===== src/hw/rtl/pbps_pkg.sv =====
// pbps_pkg: shared widths, command codes and helpers for the probe box priority select
// used by the channel interfaces and the top level
package pbps_pkg;

  localparam int COORD_W            = 20;
  localparam int BOX_W              = 3 * COORD_W;
  localparam int BLEND_W            = 19;
  localparam int PRIO_W             = 8;
  localparam int INTEN_W            = 16;
  localparam int FLAG_W             = 2;
  localparam int QUOT_W             = 16;
  localparam int WEIGHT_W           = QUOT_W + 1;
  localparam int PROD_W             = INTEN_W + WEIGHT_W;
  localparam int IDX_W              = 8;
  localparam int DEFAULT_MAX_PROBES = 256;

  // flag bit positions
  localparam int FLAG_ACTIVE = 0;
  localparam int FLAG_BAKED  = 1;

  // weight of 1.0 in Q1.16
  localparam logic [WEIGHT_W-1:0] WEIGHT_ONE = WEIGHT_W'(1) << QUOT_W;

  localparam logic signed [COORD_W-1:0] COORD_MAX = {1'b0, {(COORD_W-1){1'b1}}};
  localparam logic signed [COORD_W-1:0] COORD_MIN = {1'b1, {(COORD_W-1){1'b0}}};

  typedef enum logic [1:0] {
    CMD_BEGIN  = 2'd0,
    CMD_PROBE  = 2'd1,
    CMD_FINISH = 2'd2,
    CMD_NONE   = 2'd3
  } cmd_t;

  typedef logic signed [COORD_W-1:0] coord_t;

  // signed add saturated to the coordinate range
  function automatic coord_t sat_add(input coord_t a, input coord_t b);
    logic signed [COORD_W:0] s;
    s = {a[COORD_W-1], a} + {b[COORD_W-1], b};
    if (s[COORD_W] != s[COORD_W-1]) begin
      return s[COORD_W] ? COORD_MIN : COORD_MAX;
    end
    return s[COORD_W-1:0];
  endfunction

endpackage


===== src/hw/rtl/pbps_if.sv =====
// pbps_in_if / pbps_out_if: valid-ready channels for probe items and results
// depends on pbps_pkg for field widths
interface pbps_in_if import pbps_pkg::*; ();
  logic                      valid;
  logic                      ready;
  logic [1:0]                cmd;
  logic signed [COORD_W-1:0] coord_x;
  logic signed [COORD_W-1:0] coord_y;
  logic signed [COORD_W-1:0] coord_z;
  logic [BOX_W-1:0]          box_min_offsets;
  logic [BOX_W-1:0]          box_max_offsets;
  logic [BLEND_W-1:0]        blend_distance;
  logic [PRIO_W-1:0]         priority_req;
  logic [INTEN_W-1:0]        intensity;
  logic [FLAG_W-1:0]         probe_flags;

  modport source (output valid, cmd, coord_x, coord_y, coord_z, box_min_offsets,
                  box_max_offsets, blend_distance, priority_req, intensity, probe_flags,
                  input ready);
  modport sink (input valid, cmd, coord_x, coord_y, coord_z, box_min_offsets,
                box_max_offsets, blend_distance, priority_req, intensity, probe_flags,
                output ready);
endinterface

interface pbps_out_if import pbps_pkg::*; ();
  logic                      valid;
  logic                      ready;
  logic                      found;
  logic signed [COORD_W-1:0] best_center_x;
  logic signed [COORD_W-1:0] best_center_y;
  logic signed [COORD_W-1:0] best_center_z;
  logic [BOX_W-1:0]          world_box_min;
  logic [BOX_W-1:0]          world_box_max;
  logic [INTEN_W-1:0]        scaled_intensity;
  logic [BLEND_W-1:0]        best_blend;
  logic                      is_baked;
  logic [IDX_W-1:0]          winner_index;

  modport source (output valid, found, best_center_x, best_center_y, best_center_z,
                  world_box_min, world_box_max, scaled_intensity, best_blend, is_baked,
                  winner_index, input ready);
  modport sink (input valid, found, best_center_x, best_center_y, best_center_z,
                world_box_min, world_box_max, scaled_intensity, best_blend, is_baked,
                winner_index, output ready);
endinterface


===== src/hw/rtl/probe_box_priority_select.sv =====
// probe_box_priority_select: picks the best box probe for one query point
// depends on pbps_pkg and the channel interfaces in pbps_if.sv
//
// Usage: in_if carries begin, probe and finish items (valid/ready). A begin item
// latches the query point and clears the selection. Each probe item is tested
// against its saturated world box, weighted by its distance to the nearest face
// and compared against the current best. A finish item emits one result on
// out_if; repeated finishes repeat it. cfg_wr_en/cfg_wr_data write the blend
// threshold and may only be used while the block is idle.
// Sequence: begin, finish, unknown and skipped probes are handled in S_IDLE. An
// active probe passes S_BOX and S_DIST and goes back to idle on a miss; a hit runs
// S_MIN, the radix-2 divider in S_DIV (16 quotient steps) unless its weight is 1.0, then S_MUL and S_UPD. The
// result of a finish is valid in the cycle after its acceptance.
// in_if.ready is low while a probe is in work and while a result waits on a
// stalled receiver; the output register holds the result until taken.
// Reset clears the query point, the selection, the probe count and the threshold.
module probe_box_priority_select import pbps_pkg::*; #(
  parameter int MAX_PROBES = DEFAULT_MAX_PROBES
) (
  input  logic               clk,
  input  logic               rst_n,
  input  logic               cfg_wr_en,
  input  logic [BLEND_W-1:0] cfg_wr_data,
  pbps_in_if.sink            in_if,
  pbps_out_if.source         out_if
);

  localparam int CNT_W  = $clog2(MAX_PROBES + 1);
  localparam int STEP_W = $clog2(QUOT_W);

  typedef enum logic [2:0] {
    S_IDLE,
    S_BOX,
    S_DIST,
    S_MIN,
    S_DIV,
    S_MUL,
    S_UPD
  } state_t;

  state_t               state_r;
  logic [BLEND_W-1:0]   thr_r;
  coord_t               q_r [3];
  logic [CNT_W-1:0]     cnt_r;

  // probe under work
  coord_t               ctr_r [3];
  coord_t               omin_r [3];
  coord_t               omax_r [3];
  coord_t               lo_r [3];
  coord_t               hi_r [3];
  logic [COORD_W-1:0]   dist_r [6];
  logic [BLEND_W-1:0]   blend_r;
  logic [PRIO_W-1:0]    prio_r;
  logic [INTEN_W-1:0]   inten_r;
  logic                 baked_r;
  logic [CNT_W-1:0]     pos_r;

  // divider and multiplier
  logic [BLEND_W-1:0]   rem_r;
  logic [QUOT_W-1:0]    quot_r;
  logic [STEP_W-1:0]    step_r;
  logic [WEIGHT_W-1:0]  weight_r;
  logic [PROD_W-1:0]    prod_r;

  // current best
  logic                 best_found_r;
  logic [PRIO_W-1:0]    best_prio_r;
  logic [WEIGHT_W-1:0]  best_weight_r;
  coord_t               best_ctr_r [3];
  coord_t               best_lo_r [3];
  coord_t               best_hi_r [3];
  logic [INTEN_W-1:0]   best_scaled_r;
  logic [BLEND_W-1:0]   best_blend_r;
  logic                 best_baked_r;
  logic [IDX_W-1:0]     best_pos_r;

  // result register
  logic                 out_valid_r;
  logic                 out_found_r;
  coord_t               out_ctr_r [3];
  coord_t               out_lo_r [3];
  coord_t               out_hi_r [3];
  logic [INTEN_W-1:0]   out_scaled_r;
  logic [BLEND_W-1:0]   out_blend_r;
  logic                 out_baked_r;
  logic [IDX_W-1:0]     out_pos_r;

  logic                 in_fire;
  logic                 out_fire;
  logic                 finish_fire;
  logic                 in_box;
  logic [COORD_W-1:0]   dmin;
  logic [COORD_W-1:0]   dmin_a;
  logic [COORD_W-1:0]   dmin_b;
  logic [COORD_W-1:0]   dmin_c;
  logic [BLEND_W:0]     rem_dbl;
  logic                 rem_ge;
  logic [BLEND_W-1:0]   rem_nxt;
  logic [QUOT_W-1:0]    quot_nxt;
  logic                 better;
  logic [CNT_W+IDX_W-1:0] pos_ext;

  // handshake
  assign in_if.ready = (state_r == S_IDLE) && (!out_valid_r || out_if.ready);
  assign in_fire     = in_if.valid && in_if.ready;
  assign out_fire    = out_valid_r && out_if.ready;
  assign finish_fire = in_fire && (cmd_t'(in_if.cmd) == CMD_FINISH);

  // box containment against the query point
  always_comb begin
    in_box = 1'b1;
    for (int i = 0; i < 3; i++) begin
      if (q_r[i] < lo_r[i] || q_r[i] > hi_r[i]) begin
        in_box = 1'b0;
      end
    end
  end

  // smallest face distance, small compare tree
  always_comb begin
    dmin_a = (dist_r[0] < dist_r[1]) ? dist_r[0] : dist_r[1];
    dmin_b = (dist_r[2] < dist_r[3]) ? dist_r[2] : dist_r[3];
    dmin_c = (dist_r[4] < dist_r[5]) ? dist_r[4] : dist_r[5];
    dmin   = (dmin_a < dmin_b) ? dmin_a : dmin_b;
    dmin   = (dmin_c < dmin) ? dmin_c : dmin;
  end

  // one restoring division step
  assign rem_dbl  = {rem_r, 1'b0};
  assign rem_ge   = rem_dbl >= {1'b0, blend_r};
  assign rem_nxt  = rem_ge ? BLEND_W'(rem_dbl - {1'b0, blend_r}) : rem_dbl[BLEND_W-1:0];
  assign quot_nxt = {quot_r[QUOT_W-2:0], rem_ge};

  // priority first, then strictly larger weight
  assign better = !best_found_r || (prio_r > best_prio_r) ||
                  ((prio_r == best_prio_r) && (weight_r > best_weight_r));

  assign pos_ext = {{IDX_W{1'b0}}, pos_r};

  // sequencer, state and registered outputs
  always_ff @(posedge clk) begin
    if (!rst_n) begin
      state_r      <= S_IDLE;
      thr_r        <= '0;
      cnt_r        <= '0;
      best_found_r <= 1'b0;
      out_valid_r  <= 1'b0;
      for (int i = 0; i < 3; i++) begin
        q_r[i] <= '0;
      end
    end else begin
      if (cfg_wr_en) begin
        thr_r <= cfg_wr_data;
      end
      // result valid set by a finish, cleared when taken
      if (finish_fire) begin
        out_valid_r <= 1'b1;
      end else if (out_fire) begin
        out_valid_r <= 1'b0;
      end
      case (state_r)
        S_IDLE: begin
          if (in_fire) begin
            case (cmd_t'(in_if.cmd))
              CMD_BEGIN: begin
                q_r[0]       <= in_if.coord_x;
                q_r[1]       <= in_if.coord_y;
                q_r[2]       <= in_if.coord_z;
                cnt_r        <= '0;
                best_found_r <= 1'b0;
              end
              CMD_PROBE: begin
                if (cnt_r < CNT_W'(MAX_PROBES)) begin
                  cnt_r    <= cnt_r + 1'b1;
                  pos_r    <= cnt_r;
                  ctr_r[0] <= in_if.coord_x;
                  ctr_r[1] <= in_if.coord_y;
                  ctr_r[2] <= in_if.coord_z;
                  for (int i = 0; i < 3; i++) begin
                    omin_r[i] <= in_if.box_min_offsets[COORD_W*i +: COORD_W];
                    omax_r[i] <= in_if.box_max_offsets[COORD_W*i +: COORD_W];
                  end
                  blend_r <= in_if.blend_distance;
                  prio_r  <= in_if.priority_req;
                  inten_r <= in_if.intensity;
                  baked_r <= in_if.probe_flags[FLAG_BAKED];
                  if (in_if.probe_flags[FLAG_ACTIVE]) begin
                    state_r <= S_BOX;
                  end
                end
              end
              CMD_FINISH: begin
                out_found_r  <= best_found_r;
                out_scaled_r <= best_found_r ? best_scaled_r : '0;
                out_blend_r  <= best_found_r ? best_blend_r : '0;
                out_baked_r  <= best_found_r && best_baked_r;
                out_pos_r    <= best_found_r ? best_pos_r : '0;
                for (int i = 0; i < 3; i++) begin
                  out_ctr_r[i] <= best_found_r ? best_ctr_r[i] : '0;
                  out_lo_r[i]  <= best_found_r ? best_lo_r[i] : '0;
                  out_hi_r[i]  <= best_found_r ? best_hi_r[i] : '0;
                end
              end
              default: ;
            endcase
          end
        end
        // world box, saturated per axis
        S_BOX: begin
          for (int i = 0; i < 3; i++) begin
            lo_r[i] <= sat_add(ctr_r[i], omin_r[i]);
            hi_r[i] <= sat_add(ctr_r[i], omax_r[i]);
          end
          state_r <= S_DIST;
        end
        // containment and face distances
        S_DIST: begin
          for (int i = 0; i < 3; i++) begin
            dist_r[2*i]   <= COORD_W'(q_r[i] - lo_r[i]);
            dist_r[2*i+1] <= COORD_W'(hi_r[i] - q_r[i]);
          end
          state_r <= in_box ? S_MIN : S_IDLE;
        end
        // pick weight path
        S_MIN: begin
          if (blend_r > thr_r && dmin < {1'b0, blend_r}) begin
            rem_r   <= dmin[BLEND_W-1:0];
            quot_r  <= '0;
            step_r  <= STEP_W'(QUOT_W - 1);
            state_r <= S_DIV;
          end else begin
            weight_r <= WEIGHT_ONE;
            state_r  <= S_MUL;
          end
        end
        // radix-2 divider, one quotient bit per cycle
        S_DIV: begin
          rem_r  <= rem_nxt;
          quot_r <= quot_nxt;
          step_r <= step_r - 1'b1;
          if (step_r == '0) begin
            weight_r <= {1'b0, quot_nxt};
            state_r  <= S_MUL;
          end
        end
        S_MUL: begin
          prod_r  <= PROD_W'(inten_r) * PROD_W'(weight_r);
          state_r <= S_UPD;
        end
        // selection update
        S_UPD: begin
          if (better) begin
            best_found_r  <= 1'b1;
            best_prio_r   <= prio_r;
            best_weight_r <= weight_r;
            best_scaled_r <= prod_r[QUOT_W +: INTEN_W];
            best_blend_r  <= blend_r;
            best_baked_r  <= baked_r;
            best_pos_r    <= pos_ext[IDX_W-1:0];
            for (int i = 0; i < 3; i++) begin
              best_ctr_r[i] <= ctr_r[i];
              best_lo_r[i]  <= lo_r[i];
              best_hi_r[i]  <= hi_r[i];
            end
          end
          state_r <= S_IDLE;
        end
        default: state_r <= S_IDLE;
      endcase
    end
  end

  // result channel
  assign out_if.valid            = out_valid_r;
  assign out_if.found            = out_found_r;
  assign out_if.best_center_x    = out_ctr_r[0];
  assign out_if.best_center_y    = out_ctr_r[1];
  assign out_if.best_center_z    = out_ctr_r[2];
  assign out_if.world_box_min    = {out_lo_r[2], out_lo_r[1], out_lo_r[0]};
  assign out_if.world_box_max    = {out_hi_r[2], out_hi_r[1], out_hi_r[0]};
  assign out_if.scaled_intensity = out_scaled_r;
  assign out_if.best_blend       = out_blend_r;
  assign out_if.is_baked         = out_baked_r;
  assign out_if.winner_index     = out_pos_r;

  // checks
  a_finish_emits: assert property (@(posedge clk) disable iff (!rst_n)
    in_fire && (in_if.cmd == CMD_FINISH) |=> out_valid_r)
    else $error("finish item produced no result");

  a_empty_is_zero: assert property (@(posedge clk) disable iff (!rst_n)
    out_valid_r && !out_found_r |-> (out_scaled_r == '0) && (out_blend_r == '0) &&
      (out_pos_r == '0) && !out_baked_r)
    else $error("empty result carries nonzero fields");

  a_div_rem_bound: assert property (@(posedge clk) disable iff (!rst_n)
    (state_r == S_DIV) |-> (rem_r < blend_r))
    else $error("divider remainder out of range");

  a_count_bound: assert property (@(posedge clk) disable iff (!rst_n)
    cnt_r <= CNT_W'(MAX_PROBES))
    else $error("probe count beyond limit");

endmodule


===== src/flat_wrapper.sv =====
// flat-port wrapper written by rule: the top's interface ports become plain ports
module probe_box_priority_select_flat import pbps_pkg::*;
#(
  parameter int MAX_PROBES = DEFAULT_MAX_PROBES
)
  (clk, rst_n, cfg_wr_en, cfg_wr_data, in_if_valid, in_if_cmd, in_if_coord_x, in_if_coord_y, in_if_coord_z, in_if_box_min_offsets, in_if_box_max_offsets, in_if_blend_distance, in_if_priority_req, in_if_intensity, in_if_probe_flags, in_if_ready, out_if_valid, out_if_found, out_if_best_center_x, out_if_best_center_y, out_if_best_center_z, out_if_world_box_min, out_if_world_box_max, out_if_scaled_intensity, out_if_best_blend, out_if_is_baked, out_if_winner_index, out_if_ready);
  pbps_in_if in_if_i ();
  pbps_out_if out_if_i ();
  input  logic clk;
  input  logic rst_n;
  input  logic cfg_wr_en;
  input  logic [BLEND_W-1:0] cfg_wr_data;
  input wire logic [$bits(in_if_i.valid)-1:0] in_if_valid;
  input wire logic [$bits(in_if_i.cmd)-1:0] in_if_cmd;
  input wire logic [$bits(in_if_i.coord_x)-1:0] in_if_coord_x;
  input wire logic [$bits(in_if_i.coord_y)-1:0] in_if_coord_y;
  input wire logic [$bits(in_if_i.coord_z)-1:0] in_if_coord_z;
  input wire logic [$bits(in_if_i.box_min_offsets)-1:0] in_if_box_min_offsets;
  input wire logic [$bits(in_if_i.box_max_offsets)-1:0] in_if_box_max_offsets;
  input wire logic [$bits(in_if_i.blend_distance)-1:0] in_if_blend_distance;
  input wire logic [$bits(in_if_i.priority_req)-1:0] in_if_priority_req;
  input wire logic [$bits(in_if_i.intensity)-1:0] in_if_intensity;
  input wire logic [$bits(in_if_i.probe_flags)-1:0] in_if_probe_flags;
  output wire logic [$bits(in_if_i.ready)-1:0] in_if_ready;
  output wire logic [$bits(out_if_i.valid)-1:0] out_if_valid;
  output wire logic [$bits(out_if_i.found)-1:0] out_if_found;
  output wire logic [$bits(out_if_i.best_center_x)-1:0] out_if_best_center_x;
  output wire logic [$bits(out_if_i.best_center_y)-1:0] out_if_best_center_y;
  output wire logic [$bits(out_if_i.best_center_z)-1:0] out_if_best_center_z;
  output wire logic [$bits(out_if_i.world_box_min)-1:0] out_if_world_box_min;
  output wire logic [$bits(out_if_i.world_box_max)-1:0] out_if_world_box_max;
  output wire logic [$bits(out_if_i.scaled_intensity)-1:0] out_if_scaled_intensity;
  output wire logic [$bits(out_if_i.best_blend)-1:0] out_if_best_blend;
  output wire logic [$bits(out_if_i.is_baked)-1:0] out_if_is_baked;
  output wire logic [$bits(out_if_i.winner_index)-1:0] out_if_winner_index;
  input wire logic [$bits(out_if_i.ready)-1:0] out_if_ready;
  assign in_if_i.valid = in_if_valid;
  assign in_if_i.cmd = in_if_cmd;
  assign in_if_i.coord_x = in_if_coord_x;
  assign in_if_i.coord_y = in_if_coord_y;
  assign in_if_i.coord_z = in_if_coord_z;
  assign in_if_i.box_min_offsets = in_if_box_min_offsets;
  assign in_if_i.box_max_offsets = in_if_box_max_offsets;
  assign in_if_i.blend_distance = in_if_blend_distance;
  assign in_if_i.priority_req = in_if_priority_req;
  assign in_if_i.intensity = in_if_intensity;
  assign in_if_i.probe_flags = in_if_probe_flags;
  assign in_if_ready = in_if_i.ready;
  assign out_if_valid = out_if_i.valid;
  assign out_if_found = out_if_i.found;
  assign out_if_best_center_x = out_if_i.best_center_x;
  assign out_if_best_center_y = out_if_i.best_center_y;
  assign out_if_best_center_z = out_if_i.best_center_z;
  assign out_if_world_box_min = out_if_i.world_box_min;
  assign out_if_world_box_max = out_if_i.world_box_max;
  assign out_if_scaled_intensity = out_if_i.scaled_intensity;
  assign out_if_best_blend = out_if_i.best_blend;
  assign out_if_is_baked = out_if_i.is_baked;
  assign out_if_winner_index = out_if_i.winner_index;
  assign out_if_i.ready = out_if_ready;
  probe_box_priority_select #(.MAX_PROBES(MAX_PROBES)) u_core (.clk(clk), .rst_n(rst_n), .cfg_wr_en(cfg_wr_en), .cfg_wr_data(cfg_wr_data), .in_if(in_if_i), .out_if(out_if_i));
endmodule

===== config.mk =====
export PLATFORM = sky130hd
export DESIGN_NAME = probe_box_priority_select_flat
export DESIGN_NICKNAME = d
export VERILOG_FILES = /design/src/hw/rtl/pbps_pkg.sv /design/src/hw/rtl/pbps_if.sv /design/src/hw/rtl/probe_box_priority_select.sv /design/src/flat_wrapper.sv
export SDC_FILE = /design/constraint.sdc
export NUM_CORES = 2
export LEC_CHECK = 0
export BUFFER_PORTS_ARGS = -buffer_cell sky130_fd_sc_hd__buf_2
export CAP_MARGIN = 20
export CORE_ASPECT_RATIO = 1.75
export CORE_MARGIN = 2
export CORE_UTILIZATION = 35
export CTS_BUF_LIST = sky130_fd_sc_hd__clkbuf_8
export CTS_CLUSTER_DIAMETER = 200
export DETAILED_ROUTE_END_ITERATION = 8
export PLACE_DENSITY = 0.57
export RECOVER_POWER = 25
export SYNTH_ARGS = -nofsm -noshare
export SYNTH_HDL_FRONTEND = slang
export SYNTH_SLANG_ARGS = --single-unit

===== constraint.sdc =====
create_clock -name clk -period 39 [get_ports clk]
set_clock_uncertainty 0.2 [all_clocks]
set_input_delay 5.85 -clock clk [delete_from_list [all_inputs] [get_ports clk]]
set_output_delay 5.85 -clock clk [all_outputs]
set_load 0.02 [all_outputs]

After elaboration in Yosys (flattened, before gate mapping)
Memory sizes are Yosys's and may differ from the RTL's.
Cells that the tools add are included.
{ "classes": {"addsub": 15, "mul": 1, "magnitude_cmp": 17, "eq_ne": 25, "n_mux": 121, "bitwise_logic": 3, "reduce_logical": 31} }
{ "op_table": {"columns": ["op", "n"], "rows": [
  ["2-to-1 mux 20 bit", 47],
  ["< comparator 20 bit", 8],
  ["adder 20 x 20 -> 21 bit", 6],
  ["subtractor 20 bit", 6],
  ["greater-than comparator 20 bit", 3],
  ["2-to-1 mux 1 bit", 54],
  ["2-to-1 mux 19 bit", 2],
  ["one-hot mux 19 bit (2 select lines)", 1],
  ["2-to-1 mux 17 bit", 2],
  ["one-hot mux 17 bit (2 select lines)", 1],
  ["multiplier 16 x 17 -> 32 bit", 1],
  ["one-hot mux 15 bit (2 select lines)", 1],
  ["greater-or-equal comparator 20 x 19 -> 1 bit", 1],
  ["< comparator 20 x 19 -> 1 bit", 1],
  ["greater-than comparator 19 bit", 1],
  ["subtractor 19 bit", 1],
  ["one-hot mux 3 bit (6 select lines)", 1],
  ["one-hot mux 9 bit (2 select lines)", 1],
  ["greater-than comparator 17 bit", 1],
  ["AND reduction 4 bit", 4],
  ["2-to-1 mux 15 bit", 1],
  ["2-to-1 mux 3 bit", 5],
  ["inequality test 2 x 1 -> 1 bit (second input constant)", 5],
  ["inequality test 2 bit (second input constant)", 5],
  ["27 further kinds", 54]
]} }
{ "word_totals": {"register_bits": 286, "mem_bits_rw": 840, "inputBits": 251, "output_inout_bits": 227, "wordCells": 252, "mem_count": 13} }
{ "mem_list": {"columns": ["name", "words", "width", "read_ports", "rd_clocked_by_memory_dff", "write_ports", "line_no", "rtl"], "rows": [
  ["u_core.dist_r", 6, 20, 6, 0, 6, "probe_box_priority_select.sv:52", "logic [COORD_W-1:0] dist_r [6];"],
  ["u_core.best_ctr_r", 3, 20, 3, 0, 3, "probe_box_priority_select.sv:70", "coord_t best_ctr_r [3];"],
  ["u_core.best_hi_r", 3, 20, 3, 0, 3, "probe_box_priority_select.sv:72", "coord_t best_hi_r [3];"],
  ["u_core.best_lo_r", 3, 20, 3, 0, 3, "probe_box_priority_select.sv:71", "coord_t best_lo_r [3];"],
  ["u_core.ctr_r", 3, 20, 3, 0, 3, "probe_box_priority_select.sv:47", "coord_t ctr_r [3];"],
  ["u_core.hi_r", 3, 20, 3, 0, 3, "probe_box_priority_select.sv:51", "coord_t hi_r [3];"],
  ["7 more memories", null, null, null, null, null, null, null]
]} }

Depth between registers and ports, before layout
An unclocked memory read counts as a cell.
{ "logic_depth": {"ltp_word": 11, "mapped_depth": 46, "depth_no_buf": 43} }

Least setup slack after synthesis
No wires, ideal clock.
{ "synth_path": {"path_type": "input to register", "startpoint": "in out_if_ready", "endpoint": "mem u_core.out_ctr_r[0][0] (netlist name), enable pin", "setup_time_ps": 940, "arrival_ps": 19043, "t_required_ps": 37860, "path_slack_ps": 18817, "cell_stages": 4, "n_path_buf": 0, "cell_sequence": "nor2b_1 > nor4_1 > nand2_1 > nor3_1"} }
{ "synth_rtl": {"columns": ["element", "line_no", "rtl"], "rows": [
  ["start, declared", "flat_wrapper.sv:36", "input wire logic [$bits(out_if_i.ready)-1:0] out_if_ready;"],
  ["end, declared", "probe_box_priority_select.sv:81", "coord_t out_ctr_r [3];"]
]} }

Final worst setup path
{ "layout_path": {"startpoint": "in out_if_ready", "endpoint": "out in_if_ready"} }
{ "layout_between": {"elab_chain_cells": 2} }
{ "layout_rtl": {"columns": ["element", "line_no", "rtl"], "rows": [
  ["logical OR 1 bit", "probe_box_priority_select.sv:105", "assign in_if.ready = (state_r == S_IDLE) && (!out_valid_r || out_if.ready);"],
  ["logical AND 1 bit", "probe_box_priority_select.sv:105", null],
  ["end, declared", "flat_wrapper.sv:24", "output wire logic [$bits(in_if_i.ready)-1:0] in_if_ready;"]
]} }
No other way between the ends.

==> out/qor.yml <==
finish:
  postLayoutCoreUtil: 0.401
  area_growth_pct: 14.2
  final_nets: 6651
  drive_gt1_frac: 0.148
  layout.cells.non_filler: 8071
status:
  status: "finished with violations"
  violations: "capacitance limit, slew limit"
worst_setup_path:
  required_ns: 32.95
  slowest_stage: "nor4_1"
  cp-start-kind: "input pin"
  worst_setup_path_end_kind: "primary output"
  path_class: "input pin to primary output"
  critPathMaxStageDelay_ns: 0.31
  crit_path_cell_trace: "buf_2 > nor2b_1 > nor4_1 > buf_2"
  crit_top_cell: "buf_2"
  crit_fanout: 2
  crit_arrival_ns: 6.53
sta:
  min_period_ns: 12.58
  rsz0062_at_grt: "no"
  slew-limit-headroom: -1.59
  hold_viol_final: 0
  drv_slew: 274
  worstMarginPinSlew_ns: 3.89
  whs_ns: 0.209
  finalCritPeriodShare: 0.323
  fmax_ghz: 0.0795
  setup_viol: 0
  setup_tns_ns: 0
  fin_ws_ns: 26.42
clock_tree:
  clk_pin_slew_worst_paths_ns: 0.07
  clock_path_buffers: 4
  clock_sinks: 1110
  cts_hold_buf: 0
  post-cts-setup-buffer-count: 0
  cts_root_buf: "clkbuf_8"
  numCtsBuffers: 182
  cts_tree: "built"
  htree_levels: 4
  cts_repair_resize_count: 0
  clk_latency_ns: 0.89
hold_path:
  hold_path.class: "register to register"
yosys:
  synth_area_um2: 61800
  yosysSeqAreaShare: 0.534
  synth_top_area_frac: 0.524
  synth_largest_area_cell: "edfxtp_1"
  synth.most_common_cell: "edfxtp_1"
  yosys_warnings: 0
  synthCells: 5068
  async_reset_ff_frac: 0
  yosys.cell_types.count: 84
  synthTopCellsByArea: "edfxtp_1 52%, ha_1 10%, fa_1 7.1%"
  ys_top_cells_by_count: "1077 x edfxtp_1, 665 x inv_1, 515 x ha_1, 387 x and2_1, 364 x nand2_1"
  synth-edff-count: 1077
  ys_dominant_reg_cell: "edfxtp_1"
  syn_avg_cell_area_um2: 12.2
  synthesis.nets: 6053
  synth-seq-cells: 1110
power_and_ir_drop:
  pwr-share-clk: 0.390
  intPower_mw: 1.98
  p_leak_nw: 29.1
  power_frac_comb: 0.106
  sw_frac_of_total: 0.254
  p_seq_frac: 0.505
  switching_power_mw: 0.674
  power.density_nw_per_um2: 37.7
  ir_drop_uv: 27.7
route:
  met1Wirelength_mm: 65.8
  num_vias: 39800
  post_drt_wl_per_cell_um: 21.4
  drtAntennaViolNets: 0
  wl_met2_mm: 91.4
  wl_mm: 172
  vias_per_cell: 4.94
  met3WireLength_mm: 7.97
  highest_layer: "met5"
  drtPass1Iterations: 5
  remaining_drc_errors: 0
  drt_iter0_drc: 2206
global_route:
  grt_overflow: 0
  grt_pass1_vias: 42300
  antenna_found_initial: 23
  grt_pass1_wl_mm: 257
  grt_max_degree: 140
  track_usage: 0.191
floorplan:
  ioPinCount: 478
  row_count: 204
  fp.dieH_um: 560
  die_w_um: 322
  start_util: 0.351
  dieArea_um2: 180000
  core_area_um2: 176000
placement:
  dp_cells: 7746
  post-place-ws_ns: 26.41
  gp_congestion: 0.866
  dpl.hpwl_mm: 131
  port_buffers: 477
job:
  cap_violations: 4
area by class of cell:
cell class,instances,area [um^2]
tap,2266,2840
clock inverter,133,1030
clock buffer,182,2500
sequential,1110,33000
fill,16900,105000
timing repair buffer,529,2760
multi-input combinational,3178,25900
inverter,665,2500
antenna,8,20.0
flip-flops by register name, indices dropped and copies added, names as in the netlist, 60 cells and up:
| signal | count |
|---|---|
| u_core.out_hi_r | 60 |
| u_core.omax_r | 60 |
| u_core.q_r | 60 |
| u_core.lo_r | 60 |
| u_core.out_lo_r | 60 |
| u_core.omin_r | 60 |
| u_core.hi_r | 60 |
| u_core.best_ctr_r | 60 |
| u_core.best_lo_r | 60 |
| u_core.best_hi_r | 60 |
| u_core.dist_r | 120 |
| u_core.out_ctr_r | 60 |
| u_core.ctr_r | 60 |
kinds of logic after synthesis:
logic type / share of synthesized area
XOR/XNOR: 0.0285
flip-flops: 0.534
AND/OR/NAND/NOR: 0.108
multiplexers: 0.0221
buffers and inverters: 0.0482
AO/OA/AOI/OAI: 0.0819
adder cells (fa/ha/maj): 0.177
cells in the final DEF, fill, tap and decap left out, types with 14 or more instances in the layout:
master and count:
dfxtp_1 33, and2_1 217, edfxtp_1 1077, o21a_1 26
and2_0 168, a211oi_1 16, ha_1 515, clkbuf_1 14
inv_1 712, a21boi_0 51, o21bai_1 34, or3_1 14
a21oi_1 235, and3_1 37, bufinv_16 16, nand2b_1 30
mux2_2 43, nor4_1 15, nor3_1 51, clkinv_1 30
or2_2 15, nor2b_1 67, nand2_1 364, nand3_1 49
mux2i_1 85, buf_4 35, o211ai_1 16, xor2_1 61
nor2_1 211, buf_2 477, nand4_1 37, a21o_1 94
clkbuf_8 182, clkinv_2 26, fa_1 219, xnor2_1 140
o21ai_0 194
power groups by stage:
stage	sequential (mW)	combinational, mW	clock, mW
floorplan	1.37	0.180	0
global placement	1.37	0.281	0
detailed placement	1.37	0.285	0
CTS	1.34	0.287	1.07
global route	1.34	0.317	1.12
finish	1.34	0.281	1.04
worst max-delay path: cells and delay by family:
family	cells	cell delay [ns]
and+or+nand+nor	2	0.36
buffers and inverters	2	0.32
final timing paths:
path	end	slack, ns	cells past startpoint	startpoint
worst max register to register	u_core.rem_r[11]	27.61	45	u_core.dist_r[1][2]
worst min-delay path	u_core.best_scaled_r[1]	0.21	0	u_core.prod_r[17]
worst max-delay path	in_if_ready	26.42	4	out_if_ready
worst min register to register	u_core.best_scaled_r[1]	0.21	0	u_core.prod_r[17]
routing by layer:
| layer | GRT usage | vias up |
|---|---|---|
| li1 | - | 18900 |
| met1 | 0.213 | 19700 |
| met2 | 0.357 | 952 |
| met3 | 0.0320 | 319 |
| met4 | 0.0745 | 18 |
| met5 | 0 | - |
stage by stage:
stage / total power, mW / instance area (um^2)
after floorplan: 1.55 / 61800
after global placement: 1.65 / 67000
after detailed placement: 1.65 / 67000
after CTS: 2.70 / 70600
after global routing: 2.78 / 70500
final: 2.66 / 70500
Power figures use the tool's default switching activity.
